$ cat src/hw/rtl/pewt_pkg.sv
package pewt_pkg;

    localparam int CHANNELS = 4;
    localparam int TASKS    = 64;

    // Fixed field widths
    localparam int CH_W     = 2;
    localparam int PRIO_W   = 6;
    localparam int TIME_W   = 32;
    localparam int PERIOD_W = 16;
    localparam int MASK_W   = 64;
    localparam int FIRED_W  = 4;

    // Register file
    localparam int NUM_REGS = 4;
    localparam int ADDR_W   = 4;
    localparam int DATA_W   = 32;

    typedef logic [CH_W-1:0]     t_chan;
    typedef logic [PRIO_W-1:0]   t_prio;
    typedef logic [TIME_W-1:0]   t_time;
    typedef logic [PERIOD_W-1:0] t_period;
    typedef logic [MASK_W-1:0]   t_mask;
    typedef logic [FIRED_W-1:0]  t_fired;
    typedef logic [ADDR_W-1:0]   t_addr;
    typedef logic [DATA_W-1:0]   t_data;

    typedef enum logic {
        OP_TICK = 1'b0,
        OP_WAIT = 1'b1
    } t_opcode;

    typedef struct packed {
        t_opcode opcode;
        t_chan   channel;
        t_prio   task_prio;
        t_time   now_ms;
    } t_item;

    typedef struct packed {
        t_mask  woken_mask;
        t_fired fired_channels;
        logic   need_switch;
    } t_result;

    // Only the low TASKS priorities exist
    localparam t_mask TASK_MASK = (TASKS >= MASK_W) ? {MASK_W{1'b1}}
                                                    : ((t_mask'(1) << TASKS) - t_mask'(1));

    localparam t_period PERIOD_RST [4] = '{t_period'(100), t_period'(200),
                                           t_period'(500), t_period'(50)};

    // Reset period; channels beyond the fourth repeat the pattern
    function automatic t_period period_reset(input int unsigned idx);
        return PERIOD_RST[2'(idx)];
    endfunction

endpackage

$ cat src/hw/rtl/pewt_ifs.sv
interface pewt_item_if;
    logic              valid;
    logic              ready;
    pewt_pkg::t_opcode opcode;
    pewt_pkg::t_chan   channel;
    pewt_pkg::t_prio   task_prio;
    pewt_pkg::t_time   now_ms;

    modport source (output valid, opcode, channel, task_prio, now_ms, input ready);
    modport sink   (input valid, opcode, channel, task_prio, now_ms, output ready);
endinterface

interface pewt_result_if;
    logic             valid;
    logic             ready;
    pewt_pkg::t_mask  woken_mask;
    pewt_pkg::t_fired fired_channels;
    logic             need_switch;

    modport source (output valid, woken_mask, fired_channels, need_switch, input ready);
    modport sink   (input valid, woken_mask, fired_channels, need_switch, output ready);
endinterface

$ cat src/hw/rtl/pewt_cfg_regs.sv
module pewt_cfg_regs (
    input  logic                  i_clk,
    input  logic                  i_rst_n,
    input  logic                  psel,
    input  logic                  penable,
    input  logic                  pwrite,
    input  pewt_pkg::t_addr       paddr,
    input  pewt_pkg::t_data       pwdata,
    output pewt_pkg::t_data       prdata,
    output logic                  pready,
    output pewt_pkg::t_period     o_period [pewt_pkg::CHANNELS]
);

    pewt_pkg::t_period r_period [pewt_pkg::CHANNELS];
    logic [1:0]        reg_idx;
    logic              wr_en;

    assign reg_idx = paddr[3:2];
    assign wr_en   = psel && penable && pwrite;
    assign pready  = 1'b1;

    always_ff @(posedge i_clk) begin
        if (!i_rst_n) begin
            for (int c = 0; c < pewt_pkg::CHANNELS; c++) begin
                r_period[c] <= pewt_pkg::period_reset(c);
            end
        end else if (wr_en) begin
            for (int c = 0; c < pewt_pkg::CHANNELS; c++) begin
                // channels without a register keep their reset period
                if (c < pewt_pkg::NUM_REGS && int'(reg_idx) == c) begin
                    r_period[c] <= pwdata[pewt_pkg::PERIOD_W-1:0];
                end
            end
        end
    end

    always_comb begin
        prdata = '0;
        for (int c = 0; c < pewt_pkg::CHANNELS; c++) begin
            if (c < pewt_pkg::NUM_REGS && int'(reg_idx) == c) begin
                prdata = pewt_pkg::DATA_W'(r_period[c]);
            end
        end
    end

    assign o_period = r_period;

endmodule

$ cat src/hw/rtl/pewt_core.sv
module pewt_core (
    input  logic                i_clk,
    input  logic                i_rst_n,
    input  logic                i_go,
    input  pewt_pkg::t_item     i_item,
    input  pewt_pkg::t_period   i_period [pewt_pkg::CHANNELS],
    output pewt_pkg::t_result   o_result
);

    pewt_pkg::t_time r_next [pewt_pkg::CHANNELS];
    pewt_pkg::t_mask r_wait [pewt_pkg::CHANNELS];
    pewt_pkg::t_time n_next [pewt_pkg::CHANNELS];
    pewt_pkg::t_mask n_wait [pewt_pkg::CHANNELS];

    pewt_pkg::t_mask               woken;
    logic [pewt_pkg::CHANNELS-1:0] fired;

    always_comb begin
        woken  = '0;
        fired  = '0;
        n_next = r_next;
        n_wait = r_wait;
        if (i_item.opcode == pewt_pkg::OP_WAIT) begin
            for (int c = 0; c < pewt_pkg::CHANNELS; c++) begin
                if (int'(i_item.channel) == c && int'(i_item.task_prio) < pewt_pkg::TASKS) begin
                    n_wait[c][i_item.task_prio] = 1'b1;
                end
            end
        end else begin
            // all channels compare against now in parallel
            for (int c = 0; c < pewt_pkg::CHANNELS; c++) begin
                if (r_next[c] <= i_item.now_ms) begin
                    woken     = woken | r_wait[c];
                    n_wait[c] = '0;
                    n_next[c] = r_next[c] + pewt_pkg::TIME_W'(i_period[c]);
                    fired[c]  = 1'b1;
                end
            end
            woken = woken & pewt_pkg::TASK_MASK;
        end
    end

    always_ff @(posedge i_clk) begin
        if (!i_rst_n) begin
            for (int c = 0; c < pewt_pkg::CHANNELS; c++) begin
                r_next[c] <= pewt_pkg::TIME_W'(pewt_pkg::period_reset(c));
                r_wait[c] <= '0;
            end
        end else if (i_go) begin
            r_next <= n_next;
            r_wait <= n_wait;
        end
    end

    assign o_result.woken_mask     = woken;
    assign o_result.fired_channels = pewt_pkg::FIRED_W'(fired);
    assign o_result.need_switch    = |woken;

endmodule

$ cat src/hw/rtl/periodic_event_wakeup_timer.sv
// Channel  | Dir | Handshake            | Payload
// i_item   | in  | valid/ready          | opcode, channel, task_prio, now_ms
// o_res    | out | valid/ready          | woken_mask, fired_channels, need_switch
// APB cfg  | in  | psel/penable/pready  | period_ch0..3 at byte 0x0/0x4/0x8/0xC
//
// One item per cycle sustained while the receiver takes every result; each item passes the
// input register, then the channel compare/add/clear logic into the result register, from
// which its result leaves once the receiver is ready.
// Synchronous active-low reset clears waiter sets and loads next-match with each reset period.
// A stalled result holds in the output register; the input register keeps accepting
// as long as the output register frees up in the same cycle.
module periodic_event_wakeup_timer (
    input  logic                i_clk,
    input  logic                i_rst_n,
    pewt_item_if.sink           i_item,
    pewt_result_if.source       o_res,
    input  logic                psel,
    input  logic                penable,
    input  logic                pwrite,
    input  pewt_pkg::t_addr     paddr,
    input  pewt_pkg::t_data     pwdata,
    output pewt_pkg::t_data     prdata,
    output logic                pready
);

    pewt_pkg::t_period period [pewt_pkg::CHANNELS];

    // input stage
    logic              r_in_valid;
    pewt_pkg::t_item   r_in;
    // result stage
    logic              r_out_valid;
    pewt_pkg::t_result r_out;

    pewt_pkg::t_result core_res;
    logic              out_free;
    logic              advance;
    logic              in_take;

    // result slot free when empty or draining this cycle
    assign out_free = !r_out_valid || o_res.ready;
    assign advance  = r_in_valid && out_free;
    assign in_take  = i_item.valid && i_item.ready;

    assign i_item.ready = !r_in_valid || advance;

    pewt_cfg_regs u_cfg (
        .i_clk    (i_clk),
        .i_rst_n  (i_rst_n),
        .psel     (psel),
        .penable  (penable),
        .pwrite   (pwrite),
        .paddr    (paddr),
        .pwdata   (pwdata),
        .prdata   (prdata),
        .pready   (pready),
        .o_period (period)
    );

    // state commits only when the item moves into the result register
    pewt_core u_core (
        .i_clk    (i_clk),
        .i_rst_n  (i_rst_n),
        .i_go     (advance),
        .i_item   (r_in),
        .i_period (period),
        .o_result (core_res)
    );

    always_ff @(posedge i_clk) begin
        if (!i_rst_n) begin
            r_in_valid  <= 1'b0;
            r_out_valid <= 1'b0;
        end else begin
            if (i_item.ready) begin
                r_in_valid <= i_item.valid;
            end
            if (out_free) begin
                r_out_valid <= r_in_valid;
            end
        end
    end

    // payload, no reset
    always_ff @(posedge i_clk) begin
        if (in_take) begin
            r_in.opcode    <= i_item.opcode;
            r_in.channel   <= i_item.channel;
            r_in.task_prio <= i_item.task_prio;
            r_in.now_ms    <= i_item.now_ms;
        end
        if (advance) begin
            r_out <= core_res;
        end
    end

    assign o_res.valid          = r_out_valid;
    assign o_res.woken_mask     = r_out.woken_mask;
    assign o_res.fired_channels = r_out.fired_channels;
    assign o_res.need_switch    = r_out.need_switch;

endmodule

$ cat src/flat_wrapper.sv
// flat-port wrapper written by rule: the top's interface ports become plain ports
module periodic_event_wakeup_timer_flat 
  (i_clk, i_rst_n, psel, penable, pwrite, paddr, pwdata, prdata, pready, i_item_valid, i_item_opcode, i_item_channel, i_item_task_prio, i_item_now_ms, i_item_ready, o_res_valid, o_res_woken_mask, o_res_fired_channels, o_res_need_switch, o_res_ready);
  pewt_item_if i_item_i ();
  pewt_result_if o_res_i ();
  input  logic i_clk;
  input  logic i_rst_n;
  input  logic psel;
  input  logic penable;
  input  logic pwrite;
  input  pewt_pkg::t_addr paddr;
  input  pewt_pkg::t_data pwdata;
  output pewt_pkg::t_data prdata;
  output logic pready;
  input wire logic [$bits(i_item_i.valid)-1:0] i_item_valid;
  input wire logic [$bits(i_item_i.opcode)-1:0] i_item_opcode;
  input wire logic [$bits(i_item_i.channel)-1:0] i_item_channel;
  input wire logic [$bits(i_item_i.task_prio)-1:0] i_item_task_prio;
  input wire logic [$bits(i_item_i.now_ms)-1:0] i_item_now_ms;
  output wire logic [$bits(i_item_i.ready)-1:0] i_item_ready;
  output wire logic [$bits(o_res_i.valid)-1:0] o_res_valid;
  output wire logic [$bits(o_res_i.woken_mask)-1:0] o_res_woken_mask;
  output wire logic [$bits(o_res_i.fired_channels)-1:0] o_res_fired_channels;
  output wire logic [$bits(o_res_i.need_switch)-1:0] o_res_need_switch;
  input wire logic [$bits(o_res_i.ready)-1:0] o_res_ready;
  assign i_item_i.valid = i_item_valid;
  assign i_item_i.opcode = i_item_opcode;
  assign i_item_i.channel = i_item_channel;
  assign i_item_i.task_prio = i_item_task_prio;
  assign i_item_i.now_ms = i_item_now_ms;
  assign i_item_ready = i_item_i.ready;
  assign o_res_valid = o_res_i.valid;
  assign o_res_woken_mask = o_res_i.woken_mask;
  assign o_res_fired_channels = o_res_i.fired_channels;
  assign o_res_need_switch = o_res_i.need_switch;
  assign o_res_i.ready = o_res_ready;
  periodic_event_wakeup_timer u_core (.i_clk(i_clk), .i_rst_n(i_rst_n), .i_item(i_item_i), .o_res(o_res_i), .psel(psel), .penable(penable), .pwrite(pwrite), .paddr(paddr), .pwdata(pwdata), .prdata(prdata), .pready(pready));
endmodule
$ cat config.mk
export PLATFORM = sky130hd
export DESIGN_NAME = periodic_event_wakeup_timer_flat
export DESIGN_NICKNAME = d
export VERILOG_FILES = /design/src/hw/rtl/pewt_pkg.sv /design/src/hw/rtl/pewt_ifs.sv /design/src/hw/rtl/pewt_cfg_regs.sv /design/src/hw/rtl/pewt_core.sv /design/src/hw/rtl/periodic_event_wakeup_timer.sv /design/src/flat_wrapper.sv
export SDC_FILE = /design/constraint.sdc
export NUM_CORES = 1
export LEC_CHECK = 0
export ABC_CLOCK_PERIOD_IN_PS = 4400
export BUFFER_PORTS_ARGS = -buffer_cell sky130_fd_sc_hd__buf_2
export CAP_MARGIN = 10
export CORE_ASPECT_RATIO = 1.5
export CORE_UTILIZATION = 30
export DETAILED_ROUTE_END_ITERATION = 8
export PLACE_DENSITY = 0.54
export SKIP_LAST_GASP = 1
export SLEW_MARGIN = 10
export SYNTH_ARGS = -nofsm -noshare
export SYNTH_HDL_FRONTEND = slang
export SYNTH_SLANG_ARGS = --single-unit
$ cat constraint.sdc
create_clock -name i_clk -period 4.4 [get_ports i_clk]
set_clock_uncertainty 0.05 [all_clocks]
set_input_delay 0.44 -clock i_clk [delete_from_list [all_inputs] [get_ports i_clk]]
set_output_delay 0.44 -clock i_clk [all_outputs]
set_load 0.01 [all_outputs]
* Word-level counts from Yosys, hierarchy flattened *
Index checks and enable logic that the tools add are counted.

cells by class
  reduce and logical (&&, ||, !) cells = 28
  eq/ne operators = 10
  muxes and demuxes = 27
  $add $sub $neg = 4
  bitwise gates (word level) = 8
  $lt $le $gt $ge = 6

operator list
  operator                                                                              number
  64-bit two-way mux                                                                    16
  64-bit bitwise OR                                                                     7
  256-bit two-way mux                                                                   1
  32-bit by 16-bit adder with 32-bit output                                             4
  32-bit <= comparator                                                                  4
  32-bit two-way mux                                                                    3
  64-bit OR reduction                                                                   1
  3-bit AND reduction                                                                   8
  16-bit two-way mux                                                                    1
  2-bit equality test (second input constant)                                           4
  2-bit inequality test (second input constant)                                         4
  2-bit AND reduction                                                                   4
  2-bit nonzero test                                                                    4
  6-bit by 7-bit less-than comparator with 1-bit output (second input constant)         1
  1-bit demux with 6-bit select                                                         1
  6-bit by 1-bit greater-or-equal comparator with 1-bit output (second input constant)  1
  1-bit logical AND                                                                     5
  1-bit two-way mux                                                                     5
  2-bit by 1-bit equality test with 1-bit output (second input constant)                2
  2-bit logical NOT                                                                     2
  1-bit logical NOT                                                                     2
  1-bit logical OR                                                                      2
  1-bit NOT                                                                             1

storage, ports and cells
  register bits = 560
  output and inout bits = 104

* Depth between registers and ports, before layout *
  word-level depth = 13
  depth in mapped cells = 16
  depth with buffers taken out = 13

* Hierarchy *
From an unflattened synthesis, not the netlist that was laid out.

second synthesis, totals
  cells, all modules = 3113
  area, all modules = 28240.8 um^2

modules (own cells, without submodules)
  module                       cells an instance  area each (um^2)  times used
  pewt_core                    2710               21883.5           1
  periodic_event_wakeup_timer  119                3407.0            1
  pewt_cfg_regs                284                2950.3            1

* Worst setup path before layout *
No wires, ideal clock.

  path type = input to register
  from = in o_res_ready
  to = reg u_core.u_core.r_next[122] in the netlist's numbering
  stages on the path = 12
  required time = 4.235 ns
  library setup time = 0.115 ns
  slack = 0.009 ns
  arrival = 4.226 ns
  buffers on the path = 2
  cell sequence = nor2b_1 -> nand2b_1 -> clkbuf_1 -> inv_1 -> nand2_1 -> a211oi_2 -> and3_1 -> clkbuf_1 -> nor4bb_1 -> nand3_1 -> xnor2_1 -> and2_1

between the ends
  cells in the longest elaborated chain, start to end = 3

RTL lines
  element                               RTL line                           RTL
  start: declaration                    flat_wrapper.sv:25                 input wire logic [$bits(o_res_i.ready)-1:0] o_res_ready;
  1-bit logical OR                      periodic_event_wakeup_timer.sv:41  assign out_free = !r_out_valid || o_res.ready;
  1-bit logical AND                     periodic_event_wakeup_timer.sv:42  assign advance = r_in_valid && out_free;
  net u_core.advance                    periodic_event_wakeup_timer.sv:37  logic advance;
  3-bit AND reduction (no source line)  -
  end signal: indexed assignment        pewt_core.sv:46                    r_next[c] <= pewt_pkg::TIME_W'(pewt_pkg::period_reset(c));
  end signal: assignment                pewt_core.sv:50                    r_next <= n_next;
  end: declaration                      pewt_core.sv:10                    pewt_pkg::t_time r_next [pewt_pkg::CHANNELS];

The timed path passes the listed nets, and every way through them passes these cells.
A chain may end at the register's enable or synchronous reset.

==> results.py <==
metrics = {
    "placement": {
        "globalplace.congestion": 0.881,
        "dpl.hpwl_um": 60000,
        "numPortBuffers": 152,
        "dp_slack_ns": -0.415,
        "dp.cells": 4376,
    },
    "global_route": {
        "first_global_vias": 22100,
        "grt_util_met1_pct": 22.2,
        "antenna_found_initial": 6,
        "track_usage_pct": 18.3,
        "grt-ovfl-total": 0,
        "grt-busiest-layer": "met2",
        "grt_util_met2_pct": 32.6,
        "grt_start_max_net_pins": 164,
        "use_met3_pct": 2.36,
        "grt_first_pass_wirelength_um": 129000,
    },
    "detailed_routing": {
        "drcViolationCount": 58,
        "drtAntennaViolNets": 0,
        "wirelength_um": 84900,
        "num_vias": 23000,
        "drt_iter0_drc": 1621,
        "drt_first_pass_iters": 8,
        "vias_per_cell": 5.04,
        "wl_per_cell_um": 18.6,
    },
    "cells_and_area": {
        "final_cell_mix": "dfxtp_1, nor2_1, a21oi_1",
        "layout.nets": 3631,
        "fin_cells": 4558,
        "layout_commonest_cell": "dfxtp_1",
        "fill_cells": 9054,
        "layout-drive-gt1-share_pct": 17.3,
        "syn2layout_area_growth_pct": 23.5,
    },
    "setup_path": {
        "path_class": "reg -> reg",
        "r2r_slack_ns": -0.02,
        "start_kind": "flip-flop",
        "r2r_end": "u_core.o_res.need_switch",
        "crit_arrival_ns": 4.74,
        "r2r-start": "u_core.r_in[23]",
        "end_kind": "flip-flop",
        "crit_fanout": 6,
        "r2r_cells": 15,
        "cp_data_required_time_ns": 4.71,
    },
    "clocking": {
        "cts-root-buf": "clkbuf_16",
        "htreeDepth": 2,
        "cts_tree": "yes",
        "clk_latency_ns": 0.65,
        "clkSinkCount": 560,
        "path_clk_slew_ns": 0.06,
        "numCtsBuffers": 58,
        "cts_max_path_buffers": 3,
    },
    "logic_synthesis": {
        "synthXorXnorAreaFrac_pct": 2.92,
        "yosysWarnings": 0,
        "synthCells": 3018,
        "synth.distinct_cells": 69,
        "synth-compound-area-share_pct": 17.8,
        "syn_area_um2": 27000,
        "synth_top_family_by_area": "simple AND/OR/NAND/NOR gates",
        "synth_edf_count": 110,
        "syn_avg_cell_area_um2": 8.95,
        "synth_seq_area_share_pct": 45.6,
        "synth-simple-area-share_pct": 18.5,
        "synthMuxAreaShare_pct": 1.48,
        "synthArstFlopShare_pct": 0,
        "yosys_register_bits": 560,
        "synthAdderAreaFrac_pct": 9.19,
        "synth_top_flop_cell": "dfxtp_1",
    },
    "timing": {
        "hold-worst-slack_ns": 0.0406,
        "max-slew-margin-rel_pct": 37.8,
        "setup_ws_ns": -0.0229,
        "max_freq_mhz": 226,
        "min_period_ns": 4.42,
        "setup_viol": 1,
        "slew_violations": 0,
        "fin_crit_sh_pct": 101,
        "hold_violations": 0,
        "setup_tns_ns": -0.0229,
        "tightest_slew_ns": 0.933,
        "rsz0062_at_grt": "true",
    },
    "floorplanning": {
        "core_um2": 89000,
        "die_w_um": 247,
        "dieArea_um2": 91300,
        "fp-row-count": 134,
        "start_util_pct": 30.4,
        "ioPinCount": 188,
        "die_h_um": 370,
    },
    "run": {
        "cap_viol_max_count": 0,
    },
    "run_status": {
        "violations": "DRC, setup timing",
        "outcome": "complete, but fails checks",
    },
    "worst_hold_path": {
        "holdPathEnd": "u_core.u_cfg.o_period[24]",
        "hold_class": "in -> reg",
        "worstHoldPathCells": 3,
        "min_from": "pwdata[8]",
    },
    "power_and_ir_drop": {
        "powerDensity_nw_per_um2": 339,
        "ir_drop_v": 0.000287,
        "leakage_nw": 13.4,
    },
}
==> worst max-delay path, stage by stage (launching register included) <==
cell	delay, ns
edfxtp_1	0.35
inv_2	0.10
ha_4	0.28
nand4_1	0.16
or4_4	0.60
nor2b_1	0.14
o31a_1	0.23
buf_4	0.15
nor2_4	0.06
buf_8	0.15
buf_4	0.15
a22o_1	0.19
a222oi_1	0.38
nand4_1	0.14
or4_4	0.60
or4_4	0.42
==> report_power, final <==
group          switching, W  total, W  internal (W)
clock               0.00217   0.00502       0.00284
sequential        0.0000542   0.00537       0.00532
combinational      0.000586  0.000916      0.000330
==> cells by family (layout without fill, tap and decap cells) <==
logic type      after synthesis  count (layout)
compound gates              751             751
fa+ha+maj                   196             196
flops                       560             560
xor+xnor                     90              90
mux                          20              20
other cells                   2              19
simple gates               1088            1090
buf+inv                     311             676
==> per-layer routing <==
| metal | wire (um) | part of all wire (%) | vias to the layer above |
|---|---|---|---|
| li1 | - | - | 11400 |
| met1 | 35300 | 42 | 10900 |
| met2 | 42500 | 50 | 597 |
| met3 | 3940 | 4.6 | 133 |
| met4 | 3190 | 3.8 | 4 |
| met5 | 23 | 0.027 | - |
==> per-stage QoR <==
stage	utilization (%)	area (um^2)	power (W)
final	37.5	33400	0.0113
after global routing	37.5	33400	0.0117
after CTS	37.1	33100	0.0114
after detailed placement	34.2	30400	0.00635
after global placement	34.2	30400	0.00634
after floorplan	-	27100	0.00595
==> sequential cells by signal, indices dropped and copies added, names as in the netlist <==
| name | count |
|---|---|
| u_core.u_core.r_wait | 256 |
| u_core.r_in_valid | 1 |
| u_core.u_core.r_next | 128 |
| u_core.u_cfg.o_period | 64 |
| u_core.o_res.woken_mask | 64 |
| u_core.o_res.valid | 1 |
| u_core.o_res.need_switch | 1 |
| u_core.o_res.fired_channels | 4 |
| u_core.r_in | 41 |
==> cells in the mapped netlist, drive strengths merged (20+ instances only) <==
cell type | instances | area [um^2]
o211ai | 21 | 158
xnor2 | 61 | 534
nor3 | 30 | 150
dfxtp | 450 | 9010
and3 | 27 | 169
a22oi | 44 | 330
nand4 | 41 | 257
ha | 192 | 2400
nand2 | 328 | 1230
buf | 44 | 240
nor2b | 22 | 138
a21boi | 72 | 541
o221ai | 44 | 385
a222oi | 20 | 200
clkbuf | 129 | 484
a21o | 23 | 173
nand3 | 95 | 475
xor2 | 29 | 254
and2 | 74 | 463
a21oi | 336 | 1680
edfxtp | 110 | 3300
a22o | 20 | 175
nor2 | 373 | 1400
o21ai | 79 | 407
inv | 138 | 518
nand3b | 24 | 180
==> how the worst max path moves through the flow <==
| stage | start | end | slack (ns) | depth (start not counted) |
|---|---|---|---|---|
| floorplan | o_res_ready | u_core.u_core.r_next[122] | 0.009 | 12 |
| global placement | u_core.r_in[3] | u_core.o_res.need_switch | -0.39 | 14 |
| detailed placement | u_core.r_in[3] | u_core.o_res.need_switch | -0.41 | 14 |
| CTS | u_core.r_in[30] | u_core.o_res.need_switch | 0.003 | 15 |
| global route | u_core.r_in[4] | u_core.o_res.need_switch | -0.16 | 15 |
| finish | u_core.r_in[23] | u_core.o_res.need_switch | -0.02 | 15 |
==> final cells by class <==
type / instances / area (um^2) / area share (%)
sequential: 560 / 12300 / 36.9
clock buffer: 81 / 1640 / 4.91
timing repair buffer: 429 / 3230 / 9.67
inverter: 138 / 519 / 1.56
clock inverter: 28 / 284 / 0.851
tap: 1156 / 1450 / 4.33
multi-input combinational: 2164 / 13900 / 41.8
antenna: 2 / 5.00 / 0.0150
==> timing repair <==
item | CTS | global route
setup buffers | 19 | 11
endpoints found under the setup margin | 1 | 11
pin swaps | 25 | 27
endpoints found under the hold margin | 41 | 0
cloned | 2 | 0
gates resized for setup | 38 | 33
hold buffers | 39 | 0
(Power assumes the default switching activity.)
